### config.mk
export PLATFORM = sky130hd
export DESIGN_NAME = imu_angle_frame_parser_flat
export DESIGN_NICKNAME = d
export VERILOG_FILES = /design/src/sv/imuafp_pkg.sv /design/src/sv/imuafp_req_if.sv /design/src/sv/imuafp_rsp_if.sv /design/src/sv/imuafp_parser.sv /design/src/sv/imu_angle_frame_parser.sv /design/src/flat_wrapper.sv
export SDC_FILE = /design/constraint.sdc
export NUM_CORES = 1
export LEC_CHECK = 0
export ABC_AREA = 1
export BUFFER_PORTS_ARGS = -buffer_cell sky130_fd_sc_hd__buf_2
export CAP_MARGIN = 0
export CORE_UTILIZATION = 40
export CTS_BUF_LIST = sky130_fd_sc_hd__clkbuf_2 sky130_fd_sc_hd__clkbuf_4 sky130_fd_sc_hd__clkbuf_8
export DETAILED_ROUTE_END_ITERATION = 16
export GPL_ROUTABILITY_DRIVEN = 0
export SETUP_SLACK_MARGIN = 0.4
export SLEW_MARGIN = 25
export SYNTH_ARGS = -nofsm -noshare
export SYNTH_HDL_FRONTEND = slang
export SYNTH_SLANG_ARGS = --single-unit
### constraint.sdc
create_clock -name clock -period 5.1 [get_ports clock]
set_input_delay 1.53 -clock clock [delete_from_list [all_inputs] [get_ports clock]]
set_output_delay 1.53 -clock clock [all_outputs]
set_load 0.03 [all_outputs]
### src/sv/imuafp_pkg.sv
`timescale 1ns / 1ps
// ----------------------------------------------------------------------------
// IMU angle frame parser package
// Shared types, frame constants and the yaw scaling function.
// ----------------------------------------------------------------------------
package imuafp_pkg;

   localparam logic [7:0]  FRAME_HEAD0    = 8'h55;
   localparam logic [7:0]  FRAME_HEAD1    = 8'h53;
   localparam logic [3:0]  FRAME_LAST     = 4'd10;
   localparam logic [3:0]  YAW_LOW_POS    = 4'd6;
   localparam logic [3:0]  YAW_HIGH_POS   = 4'd7;
   localparam logic [15:0] FRESH_MS_RESET = 16'd100;

   localparam logic signed [26:0] YawScale    = 27'sd1800;
   localparam logic signed [26:0] YawRoundAdj = 27'sd32767;

   localparam logic REQ_BYTE  = 1'b0;
   localparam logic REQ_QUERY = 1'b1;

   typedef enum logic [1:0] {
      STATUS_NONE = 2'd0,
      STATUS_OK   = 2'd1,
      STATUS_BAD  = 2'd2
   } status_type;

   typedef struct packed {
      logic        req_type;
      logic [7:0]  rx_byte;
      logic [31:0] now_ms;
   } item_type;

   typedef struct packed {
      logic signed [11:0] yaw_tenths;
      logic               yaw_fresh;
      status_type         frame_status;
   } result_type;

   // raw * 1800 / 32768, truncated toward zero
   function automatic logic signed [11:0] scale_yaw(input logic [7:0] high_byte,
                                                    input logic [7:0] low_byte);
      logic signed [15:0] raw;
      logic signed [26:0] prod;
      logic signed [26:0] adj;
      raw  = signed'({high_byte, low_byte});
      prod = 27'(raw) * YawScale;
      adj  = prod[26] ? (prod + YawRoundAdj) : prod;
      return adj[26:15];
   endfunction

endpackage

### src/sv/imuafp_req_if.sv
`timescale 1ns / 1ps
// ----------------------------------------------------------------------------
// IMU angle frame parser request channel
// Valid/ready channel carrying serial bytes and freshness queries.
// ----------------------------------------------------------------------------
interface imuafp_req_if;
   logic        valid;
   logic        ready;
   logic        req_type;
   logic [7:0]  rx_byte;
   logic [31:0] now_ms;

   modport source (output valid, req_type, rx_byte, now_ms, input ready);
   modport sink   (input valid, req_type, rx_byte, now_ms, output ready);
endinterface

### src/sv/imuafp_rsp_if.sv
`timescale 1ns / 1ps
// ----------------------------------------------------------------------------
// IMU angle frame parser response channel
// Valid/ready channel carrying yaw, freshness and frame status.
// ----------------------------------------------------------------------------
interface imuafp_rsp_if;
   logic               valid;
   logic               ready;
   logic signed [11:0] yaw_tenths;
   logic               yaw_fresh;
   logic [1:0]         frame_status;

   modport source (output valid, yaw_tenths, yaw_fresh, frame_status, input ready);
   modport sink   (input valid, yaw_tenths, yaw_fresh, frame_status, output ready);
endinterface

### src/sv/imuafp_parser.sv
`timescale 1ns / 1ps
// ----------------------------------------------------------------------------
// IMU angle frame parser core
// Frame hunt state, checksum, stored yaw and freshness of one item.
// ----------------------------------------------------------------------------
module imuafp_parser
   import imuafp_pkg::*;
(
   input  logic        clock,
   input  logic        reset,
   input  logic        step,
   input  item_type    item,
   input  logic [15:0] fresh_ms,
   output result_type  result
);

   logic [3:0]         pos_ff,       pos_in;
   logic [7:0]         sum_ff,       sum_in;
   logic [7:0]         low_ff,       low_in;
   logic [7:0]         high_ff,      high_in;
   logic signed [11:0] yaw_ff,       yaw_in;
   logic [31:0]        yaw_time_ff,  yaw_time_in;
   logic               have_yaw_ff,  have_yaw_in;
   status_type         status;
   logic [31:0]        age;
   logic               fresh;

   always_comb begin
      pos_in      = pos_ff;
      sum_in      = sum_ff;
      low_in      = low_ff;
      high_in     = high_ff;
      yaw_in      = yaw_ff;
      yaw_time_in = yaw_time_ff;
      have_yaw_in = have_yaw_ff;
      status      = STATUS_NONE;
      if (item.req_type == REQ_BYTE) begin
         if (pos_ff == 4'd0 || pos_ff > FRAME_LAST) begin
            pos_in = 4'd0;
            if (item.rx_byte == FRAME_HEAD0) begin
               sum_in = item.rx_byte;
               pos_in = 4'd1;
            end
         end else if (pos_ff == 4'd1) begin
            if (item.rx_byte == FRAME_HEAD1) begin
               sum_in = sum_ff + item.rx_byte;
               pos_in = 4'd2;
            end else begin
               pos_in = 4'd0;
            end
         end else if (pos_ff < FRAME_LAST) begin
            if (pos_ff == YAW_LOW_POS) begin
               low_in = item.rx_byte;
            end
            if (pos_ff == YAW_HIGH_POS) begin
               high_in = item.rx_byte;
            end
            sum_in = sum_ff + item.rx_byte;
            pos_in = pos_ff + 4'd1;
         end else begin
            pos_in = 4'd0;
            if (sum_ff == item.rx_byte) begin
               yaw_in      = scale_yaw(high_ff, low_ff);
               yaw_time_in = item.now_ms;
               have_yaw_in = 1'b1;
               status      = STATUS_OK;
            end else begin
               status = STATUS_BAD;
            end
         end
      end
   end

   assign age   = item.now_ms - yaw_time_in;
   assign fresh = have_yaw_in && (age <= {16'd0, fresh_ms});

   assign result.yaw_tenths   = fresh ? yaw_in : 12'sd0;
   assign result.yaw_fresh    = fresh;
   assign result.frame_status = status;

   always_ff @(posedge clock) begin
      if (reset) begin
         pos_ff      <= 4'd0;
         sum_ff      <= 8'd0;
         low_ff      <= 8'd0;
         high_ff     <= 8'd0;
         yaw_ff      <= 12'sd0;
         yaw_time_ff <= 32'd0;
         have_yaw_ff <= 1'b0;
      end else if (step) begin
         pos_ff      <= pos_in;
         sum_ff      <= sum_in;
         low_ff      <= low_in;
         high_ff     <= high_in;
         yaw_ff      <= yaw_in;
         yaw_time_ff <= yaw_time_in;
         have_yaw_ff <= have_yaw_in;
      end
   end

endmodule

### src/sv/imu_angle_frame_parser.sv
`timescale 1ns / 1ps
// ----------------------------------------------------------------------------
// IMU angle frame parser
// Hunts serial 0x55 0x53 angle frames, checks the checksum, keeps the latest
// yaw in tenths of a degree with its timestamp and reports its freshness.
//
// req_ch carries one item per transfer: a received serial byte (req_type 0)
// or a freshness query (req_type 1), each with the current time in ms.
// rsp_ch returns exactly one result per item, in order: the yaw (zero when
// not fresh), the fresh flag and the frame status of that byte.
// csr_wr_en / csr_wr_data write fresh_ms; write it only while idle.
// A request is captured in the input register, then its result in the result
// register. Throughput: one item per cycle while rsp_ch is not stalled, set by
// the single pass of parser logic between the two registers.
// Reset clears the frame hunt, drops any stored yaw and sets fresh_ms to 100.
// While rsp_ch is stalled the result register holds; the input register
// still takes one more item, then req_ch.ready falls until the result moves.
// ----------------------------------------------------------------------------
module imu_angle_frame_parser
   import imuafp_pkg::*;
(
   input  logic            clock,
   input  logic            reset,
   imuafp_req_if.sink      req_ch,
   imuafp_rsp_if.source    rsp_ch,
   input  logic            csr_wr_en,
   input  logic [15:0]     csr_wr_data
);

   logic [15:0] fresh_ms_ff;
   logic        in_valid_ff;
   item_type    in_item_ff;
   logic        out_valid_ff;
   result_type  out_ff;
   result_type  result;
   logic        advance;
   logic        step;

   assign advance      = !out_valid_ff || rsp_ch.ready;
   assign step         = in_valid_ff && advance;
   assign req_ch.ready = !in_valid_ff || advance;

   always_ff @(posedge clock) begin
      if (reset) begin
         fresh_ms_ff <= FRESH_MS_RESET;
      end else if (csr_wr_en) begin
         fresh_ms_ff <= csr_wr_data;
      end
   end

   // input register
   always_ff @(posedge clock) begin
      if (reset) begin
         in_valid_ff <= 1'b0;
      end else if (req_ch.ready) begin
         in_valid_ff <= req_ch.valid;
      end
   end

   always_ff @(posedge clock) begin
      if (req_ch.ready && req_ch.valid) begin
         in_item_ff.req_type <= req_ch.req_type;
         in_item_ff.rx_byte  <= req_ch.rx_byte;
         in_item_ff.now_ms   <= req_ch.now_ms;
      end
   end

   imuafp_parser u_parser (
      .clock    (clock),
      .reset    (reset),
      .step     (step),
      .item     (in_item_ff),
      .fresh_ms (fresh_ms_ff),
      .result   (result)
   );

   // result register
   always_ff @(posedge clock) begin
      if (reset) begin
         out_valid_ff <= 1'b0;
      end else if (advance) begin
         out_valid_ff <= in_valid_ff;
      end
   end

   always_ff @(posedge clock) begin
      if (step) begin
         out_ff <= result;
      end
   end

   assign rsp_ch.valid        = out_valid_ff;
   assign rsp_ch.yaw_tenths   = out_ff.yaw_tenths;
   assign rsp_ch.yaw_fresh    = out_ff.yaw_fresh;
   assign rsp_ch.frame_status = out_ff.frame_status;

endmodule
### src/flat_wrapper.sv
// flat-port wrapper written by rule: the top's interface ports become plain ports
module imu_angle_frame_parser_flat import imuafp_pkg::*;
  (clock, reset, csr_wr_en, csr_wr_data, req_ch_valid, req_ch_req_type, req_ch_rx_byte, req_ch_now_ms, req_ch_ready, rsp_ch_valid, rsp_ch_yaw_tenths, rsp_ch_yaw_fresh, rsp_ch_frame_status, rsp_ch_ready);
  imuafp_req_if req_ch_i ();
  imuafp_rsp_if rsp_ch_i ();
  input  logic clock;
  input  logic reset;
  input  logic csr_wr_en;
  input  logic [15:0] csr_wr_data;
  input wire logic [$bits(req_ch_i.valid)-1:0] req_ch_valid;
  input wire logic [$bits(req_ch_i.req_type)-1:0] req_ch_req_type;
  input wire logic [$bits(req_ch_i.rx_byte)-1:0] req_ch_rx_byte;
  input wire logic [$bits(req_ch_i.now_ms)-1:0] req_ch_now_ms;
  output wire logic [$bits(req_ch_i.ready)-1:0] req_ch_ready;
  output wire logic [$bits(rsp_ch_i.valid)-1:0] rsp_ch_valid;
  output wire logic [$bits(rsp_ch_i.yaw_tenths)-1:0] rsp_ch_yaw_tenths;
  output wire logic [$bits(rsp_ch_i.yaw_fresh)-1:0] rsp_ch_yaw_fresh;
  output wire logic [$bits(rsp_ch_i.frame_status)-1:0] rsp_ch_frame_status;
  input wire logic [$bits(rsp_ch_i.ready)-1:0] rsp_ch_ready;
  assign req_ch_i.valid = req_ch_valid;
  assign req_ch_i.req_type = req_ch_req_type;
  assign req_ch_i.rx_byte = req_ch_rx_byte;
  assign req_ch_i.now_ms = req_ch_now_ms;
  assign req_ch_ready = req_ch_i.ready;
  assign rsp_ch_valid = rsp_ch_i.valid;
  assign rsp_ch_yaw_tenths = rsp_ch_i.yaw_tenths;
  assign rsp_ch_yaw_fresh = rsp_ch_i.yaw_fresh;
  assign rsp_ch_frame_status = rsp_ch_i.frame_status;
  assign rsp_ch_i.ready = rsp_ch_ready;
  imu_angle_frame_parser u_core (.clock(clock), .reset(reset), .req_ch(req_ch_i), .rsp_ch(rsp_ch_i), .csr_wr_en(csr_wr_en), .csr_wr_data(csr_wr_data));
endmodule
### Word level (Yosys, flattened, before mapping)

Cells that the tools add are included.

| operators by class | value |
|---|---|
| add/sub/neg operators | 4 |
| multipliers | 1 |
| $lt $le $gt $ge | 3 |
| equal/unequal tests | 8 |
| muxes and demuxes | 27 |
| bitwise logic cells | 3 |
| reductions and logical operators | 15 |

Operator list:

| cell | count |
|---|---|
| 32-bit two-way mux | 5 |
| 12-bit two-way mux | 5 |
| 8-bit two-way mux | 5 |
| 32-bit by 16-bit less-or-equal comparator with 1-bit output | 1 |
| 32-bit subtractor | 1 |
| 27-bit by 16-bit adder with 27-bit output (second input constant) | 1 |
| 27-bit two-way mux | 1 |
| 16-bit by 9-bit multiplier with 24-bit output (second input constant) | 1 |
| 8-bit by 7-bit == test with 1-bit output (second input constant) | 2 |
| 4-bit two-way mux | 3 |
| 6-bit AND reduction | 2 |
| 8-bit adder | 1 |
| 4-bit by 3-bit == test with 1-bit output (second input constant) | 2 |
| 8-bit == test | 1 |
| 1-bit two-way mux | 6 |
| 5-bit AND reduction | 1 |
| 4-bit by 1-bit adder with 4-bit output (second input constant) | 1 |
| 4-bit by 1-bit == test with 1-bit output (second input constant) | 1 |
| 4-bit greater-than comparator (second input constant) | 1 |
| 4-bit zero test | 1 |
| 4-bit less-than comparator (second input constant) | 1 |
| 2-bit two-way mux | 2 |
| 4-bit OR reduction | 1 |
| 1-bit logical AND | 3 |
| 7 further kinds | 12 |

| storage, ports and cells | value |
|---|---|
| bits in registers | 147 |
| bits of input ports | 62 |
| output and inout port bits | 17 |

### Logic depth before layout (Yosys ltp)

| logic depth | value |
|---|---|
| word-level depth | 9 |
| gate-level depth with buffers | 32 |

### Cells and area by module

From an unflattened synthesis, not the netlist that was laid out.

| second synthesis, totals | value |
|---|---|
| cell total of the unflattened synthesis | 1509 |
| area total of the unflattened synthesis | 11280.8 µm² |

By module, submodules not included:

| module | instances | cells each | area an instance (µm²) |
|---|---|---|---|
| imuafp_parser | 1 | 1372 | 8964.8 |
| imu_angle_frame_parser | 1 | 137 | 2316.0 |

### Worst setup path before layout

Ideal clock, no wire load.

| timing | value |
|---|---|
| path type | register to register |
| start point | register u_core.in_item_ff[37] in the netlist's numbering |
| end point | register u_core.out_ff (netlist bit u_core.rsp_ch.yaw_tenths[4]), data pin |
| data arrival time | 4353 ps |
| data required time | 4965 ps |
| path slack | 612 ps |
| stages on the path, launching flop included | 29 |
| path buffers | 1 |
| cell sequence | edfxtp_1 > ha_1 > nor2_1 > nand2_1 > nor3_4 > inv_1 > nor3_4 > inv_1 > o21ai_1 > inv_1 > fa_1 > inv_1 > nand3_1 > nand3_2 > nand2_1 > nand2_1 > xor2_1 > ha_1 > nand2_1 > nor4_1 > nand3_1 > a21oi_2 > nand2_1 > nor2_1 > nand3_1 > nor2_1 > nand3_2 > buf_6 > nor2_2 |

| on the way | value |
|---|---|
| cells in the longest elaborated chain, start to end | 9 |
| elaborated cells on any way between the ends | 19 |

Ends and longest elaborated chain:

| item | line | RTL |
|---|---|---|
| from (decl) | imu_angle_frame_parser.sv:32 | `item_type in_item_ff;` |
| 8-bit == test | imuafp_parser.sv:62 | `if (sum_ff == item.rx_byte) begin` |
| 32-bit two-way mux | imuafp_parser.sv:62 |  |
| 32-bit two-way mux | imuafp_parser.sv:51 | `end else if (pos_ff < FRAME_LAST) begin` |
| 32-bit two-way mux | imuafp_parser.sv:44 | `end else if (pos_ff == 4'd1) begin` |
| 32-bit two-way mux | imuafp_parser.sv:38 | `if (pos_ff == 4'd0 \|\| pos_ff > FRAME_LAST) begin` |
| 32-bit two-way mux | imuafp_parser.sv:37 | `if (item.req_type == REQ_BYTE) begin` |
| via u_core.u_parser.yaw_time_in[1] | imuafp_parser.sv:22 | `logic [31:0] yaw_time_ff, yaw_time_in;` |
| 32-bit subtractor | imuafp_parser.sv:74 | `assign age = item.now_ms - yaw_time_in;` |
| 32-bit by 16-bit less-or-equal comparator with 1-bit output | imuafp_parser.sv:75 | `assign fresh = have_yaw_in && (age <= {16'd0, fresh_ms});` |
| 1-bit logical AND | imuafp_parser.sv:75 |  |
| to (signal assigned) | imu_angle_frame_parser.sv:88 | `out_ff <= result;` |
| to (decl) | imu_angle_frame_parser.sv:34 | `result_type out_ff;` |

The timed path passes the listed nets, and every way through them passes these cells.
A chain may end at the register's enable or synchronous reset.

### Worst setup path after layout

| timing | value |
|---|---|
| start point | register u_core.in_item_ff[38] in the netlist's numbering |
| end point | register u_core.out_ff (netlist bit u_core.rsp_ch.yaw_tenths[10]), data pin |

| on the way | value |
|---|---|
| cells in the longest elaborated chain, start to end | 9 |
| elaborated cells on any way between the ends | 19 |

Ends and longest elaborated chain:

| item | line |
|---|---|
| 8-bit == test * | imuafp_parser.sv:62 |
| 32-bit two-way mux | imuafp_parser.sv:62 |
| 32-bit two-way mux | imuafp_parser.sv:51 |
| 32-bit two-way mux | imuafp_parser.sv:44 |
| 32-bit two-way mux | imuafp_parser.sv:38 |
| 32-bit two-way mux | imuafp_parser.sv:37 |
| 32-bit subtractor | imuafp_parser.sv:74 |
| 32-bit by 16-bit less-or-equal comparator with 1-bit output | imuafp_parser.sv:75 |
| 1-bit logical AND | imuafp_parser.sv:75 |

Mark *: on every way between the ends. The rest lies on a longest branch, timed or not.

==> results.py <==
metrics = {
    "grt": {
        "grt_max_degree": 72,
        "antenna_found_initial": 0,
        "grt.total_usage_pct": 20.7,
        "grt_pass1_vias": 9575,
        "grt_pass1_wl_um": 47300,
        "grt_overflow_total": 0,
    },
    "floorplan": {
        "num_io_pins": 79,
        "start_util_pct": 40.7,
        "dieArea_sq_um": 29000,
        "dieWidth_um": 170,
        "coreArea_sq_um": 27800,
        "die_h_um": 170,
        "row_count": 61,
    },
    "pwr": {
        "pwr_density_cell_nw_per_um2": 216,
        "p_leak_nw": 6.49,
        "peakVddDrop_uv": 141,
    },
    "worst_setup_path": {
        "critPathMaxStageDelay_ns": 0.45,
        "reg2reg_to": "u_core.rsp_ch.yaw_tenths[10]$_SDFFCE_PN0P_",
        "cp.arrival_ns": 5.01,
        "cp_max_fo": 7,
        "crit_type": "reg2reg",
        "cp_top_family": "simple AND/OR/NAND/NOR gates",
        "cp.required_ns": 5.41,
        "reg2reg_from": "u_core.in_item_ff[38]$_DFFE_PP_",
        "r2r_slack_ns": 0.40,
        "rr_worst_depth": 27,
        "cp-start-kind": "flip-flop",
        "cpMostUsedCell": "nand2_2",
        "endpoint_kind": "flip-flop",
        "worst-path-buf-inv": 1,
        "slowest_stage": "edfxtp_1",
    },
    "layout": {
        "syn2layout_area_growth_pct": 17.8,
        "fillers": 2791,
        "design_area_sq_um": 13300,
        "fin_nets": 1821,
        "fin_util_pct": 48.0,
        "n_antenna_cell": 0,
        "fin_cells": 2003,
        "drive_above_1_share_pct": 18.3,
    },
    "placement": {
        "placed_cells": 1949,
        "pre_cts_slack_ns": -0.000132,
        "hpwl_um": 21700,
        "port_buffers": 78,
        "place_area_sq_um": 12200,
    },
    "sta": {
        "timing.final.crit_share_pct": 92.1,
        "setup_violations": 0,
        "rsz0062_at_grt": "true",
        "max_freq_mhz": 213,
        "setup_tns_ns": 0,
        "worstMarginPinSlew_ns": 0.966,
        "slew_headroom_pct": 35.6,
        "period_needed_ns": 4.70,
        "fin_skew_ns": 0.0206,
        "setup_slack_ns": 0.401,
        "slew_viol_final": 0,
        "final_hold_viol_count": 0,
    },
    "hold_path": {
        "min_path_cells": 2,
        "worstHoldEndpoint": "u_core.u_parser.have_yaw_ff$_SDFFE_PP0P_",
        "hold_start": "u_core.u_parser.have_yaw_ff$_SDFFE_PP0P_",
        "holdCritPathClass": "reg2reg",
    },
    "clocking": {
        "clk_path_buf_depth": 2,
        "clkLatencyLatePin_ns": 0.46,
        "clk_pin_slew_ns": 0.09,
        "cts_tree": "yes",
        "cts_inserted_buffers": 17,
        "cts_sinks": 147,
        "htree_num_levels": 4,
        "cts-root-buf": "clkbuf_8",
    },
    "status": {
        "outcome": "completed",
    },
    "synth": {
        "synth_seq_cells": 147,
        "syn_nets": 1716,
        "async_reset_ff_share_pct": 0,
        "ys.flop_type": "dfxtp_1",
        "avgSynthCellArea_sq_um": 7.51,
        "synthTopCellsByArea": "dfxtp_1 16%, edfxtp_1 15%, ha_1 13%",
        "syn_inst": 1507,
        "ys.warnings.count": 0,
        "syn_area_sq_um": 11300,
        "ys_seq_area_share_pct": 30.9,
        "synth_edf_count": 56,
        "synth_cell_type_count": 51,
        "netlist.area_leader.share_pct": 16.1,
        "yosys.area.top_type": "dfxtp_1",
    },
    "route": {
        "wl_per_cell_um": 14.6,
        "via_per_inst": 5.08,
        "wl_um": 29300,
        "drtPass1Iterations": 7,
        "drt_iter0_markers": 820,
        "vias": 10200,
        "ant_nets": 0,
        "drc": 0,
    },
    "job": {
        "drv_cap": 0,
    },
}
-- cell usage in the layout (no fill, tap or decap), drive strengths merged, types with 28 or more instances in the layout --
master / Yosys / final
nand2: 372 / 374
inv: 225 / 228
nor2: 143 / 143
ha: 120 / 120
buf: 8 / 107
a21oi: 102 / 102
dfxtp: 91 / 91
nand3: 85 / 86
o21ai: 80 / 80
edfxtp: 56 / 56
o211ai: 31 / 31
mux2i: 30 / 30
nand4: 28 / 28
-- sequential cells by signal, indices dropped and copies added, names as in the netlist --
signal                       flops
u_core.rsp_ch.frame_status       2
u_core.u_parser.have_yaw_ff      1
u_core.u_parser.high_ff          8
u_core.u_parser.yaw_ff          12
u_core.in_item_ff               41
u_core.u_parser.sum_ff           8
u_core.u_parser.low_ff           8
u_core.u_parser.yaw_time_ff     32
u_core.in_valid_ff               1
u_core.rsp_ch.yaw_tenths        12
u_core.u_parser.pos_ff           4
u_core.fresh_ms_ff              16
u_core.rsp_ch.yaw_fresh          1
u_core.rsp_ch.valid              1
-- timing repair --
action	CTS	global route
hold buffers	0	0
endpoints found under the setup margin	13	16
pin swaps	20	43
gates resized for setup	50	80
buffers inserted	11	8
gates cloned	3	0
-- stage by stage --
stage	hold slack, ns	total power [mW]
final	0.457	2.87
after global routing	0.494	3.04
after CTS	0.461	2.82
after detailed placement	0.449	1.93
after global placement	0.439	1.92
after floorplan	0.430	1.76
-- worst max path at each step --
stage | endpoint | slack, ns | depth (start not counted) | from
finish | u_core.rsp_ch.yaw_tenths[10]$_SDFFCE_PN0P_ | 0.40 | 27 | u_core.in_item_ff[38]$_DFFE_PP_
global placement | u_core.rsp_ch.yaw_tenths[11]$_SDFFCE_PN0P_ | 0.08 | 26 | u_core.in_item_ff[38]$_DFFE_PP_
CTS | u_core.rsp_ch.yaw_tenths[9]$_SDFFCE_PN0P_ | 0.40 | 27 | u_core.in_item_ff[38]$_DFFE_PP_
floorplan | u_core.rsp_ch.yaw_tenths[4]$_SDFFCE_PN0P_ | 0.61 | 28 | u_core.in_item_ff[37]$_DFFE_PP_
global route | u_core.rsp_ch.yaw_tenths[10]$_SDFFCE_PN0P_ | 0.07 | 28 | u_core.in_item_ff[38]$_DFFE_PP_
detailed placement | u_core.rsp_ch.yaw_tenths[9]$_SDFFCE_PN0P_ | -0.0001 | 25 | u_core.in_item_ff[38]$_DFFE_PP_
-- layer usage --
| layer | GRT usage (%) | vias to the layer above | routed length [um] |
|---|---|---|---|
| li1 | - | 5184 | - |
| met3 | 3.42 | 39 | 1240 |
| met4 | 7.17 | 0 | 723 |
| met5 | 0 | - | 0 |
| met1 | 27.2 | 4720 | 13800 |
| met2 | 34.4 | 231 | 13500 |
-- cells in the mapped netlist, drive strengths merged (24+ instances only) --
cell,instances
ha,120
nor2,143
edfxtp,56
nand3,85
dfxtp,91
inv,225
o211ai,31
xor2,24
nand4,28
a21oi,102
nand2,372
mux2i,30
o21ai,80
fa,27
-- cells by family after synthesis --
family                     count (synthesis)  synth area share [%]
AOI/OAI and AO/OA                        237                  11.9
xor gates and xnor gates                  33                  2.62
adders and majority gates                147                  18.0
buffers and inverters                    251                  8.42
DFF                                      147                  30.9
muxes                                     30                  2.65
and+or+nand+nor                          662                  25.4
-- report_power, final --
part | internal (mW) | switching, mW | total (mW)
combinational | 0.278 | 0.441 | 0.718
sequential | 1.28 | 0.0382 | 1.32
clock | 0.345 | 0.496 | 0.841
-- final cells by class --
type / instances / area [sq um] / area share (%)
clock buffer: 19 / 249 / 1.87
clock inverter: 13 / 87.6 / 0.657
inverter: 227 / 860 / 6.45
multi-input combinational: 1112 / 7540 / 56.6
sequential: 147 / 3510 / 26.3
tap: 378 / 473 / 3.55
timing repair buffer: 107 / 612 / 4.59
-- worst register-to-register path: stages (launching register included) --
cell	delay, ns
edfxtp_1	0.45
ha_4	0.26
nor2_4	0.10
nand3_2	0.09
nor3_4	0.23
buf_6	0.22
nand2_8	0.12
mux2i_4	0.22
ha_4	0.33
nand2_2	0.10
nor2_2	0.18
nand3_2	0.12
nand3_4	0.13
nand2_2	0.06
nand2_2	0.07
xor2_1	0.17
ha_1	0.26
nand2_2	0.12
o21ai_0	0.11
a21oi_1	0.13
nand2_1	0.08
a21oi_2	0.13
nand2_1	0.07
nor2_1	0.11
nand3_1	0.12
nor2_4	0.20
nand3_4	0.20
nor2_2	0.17
Note: power is estimated with default switching activity, not from simulation.
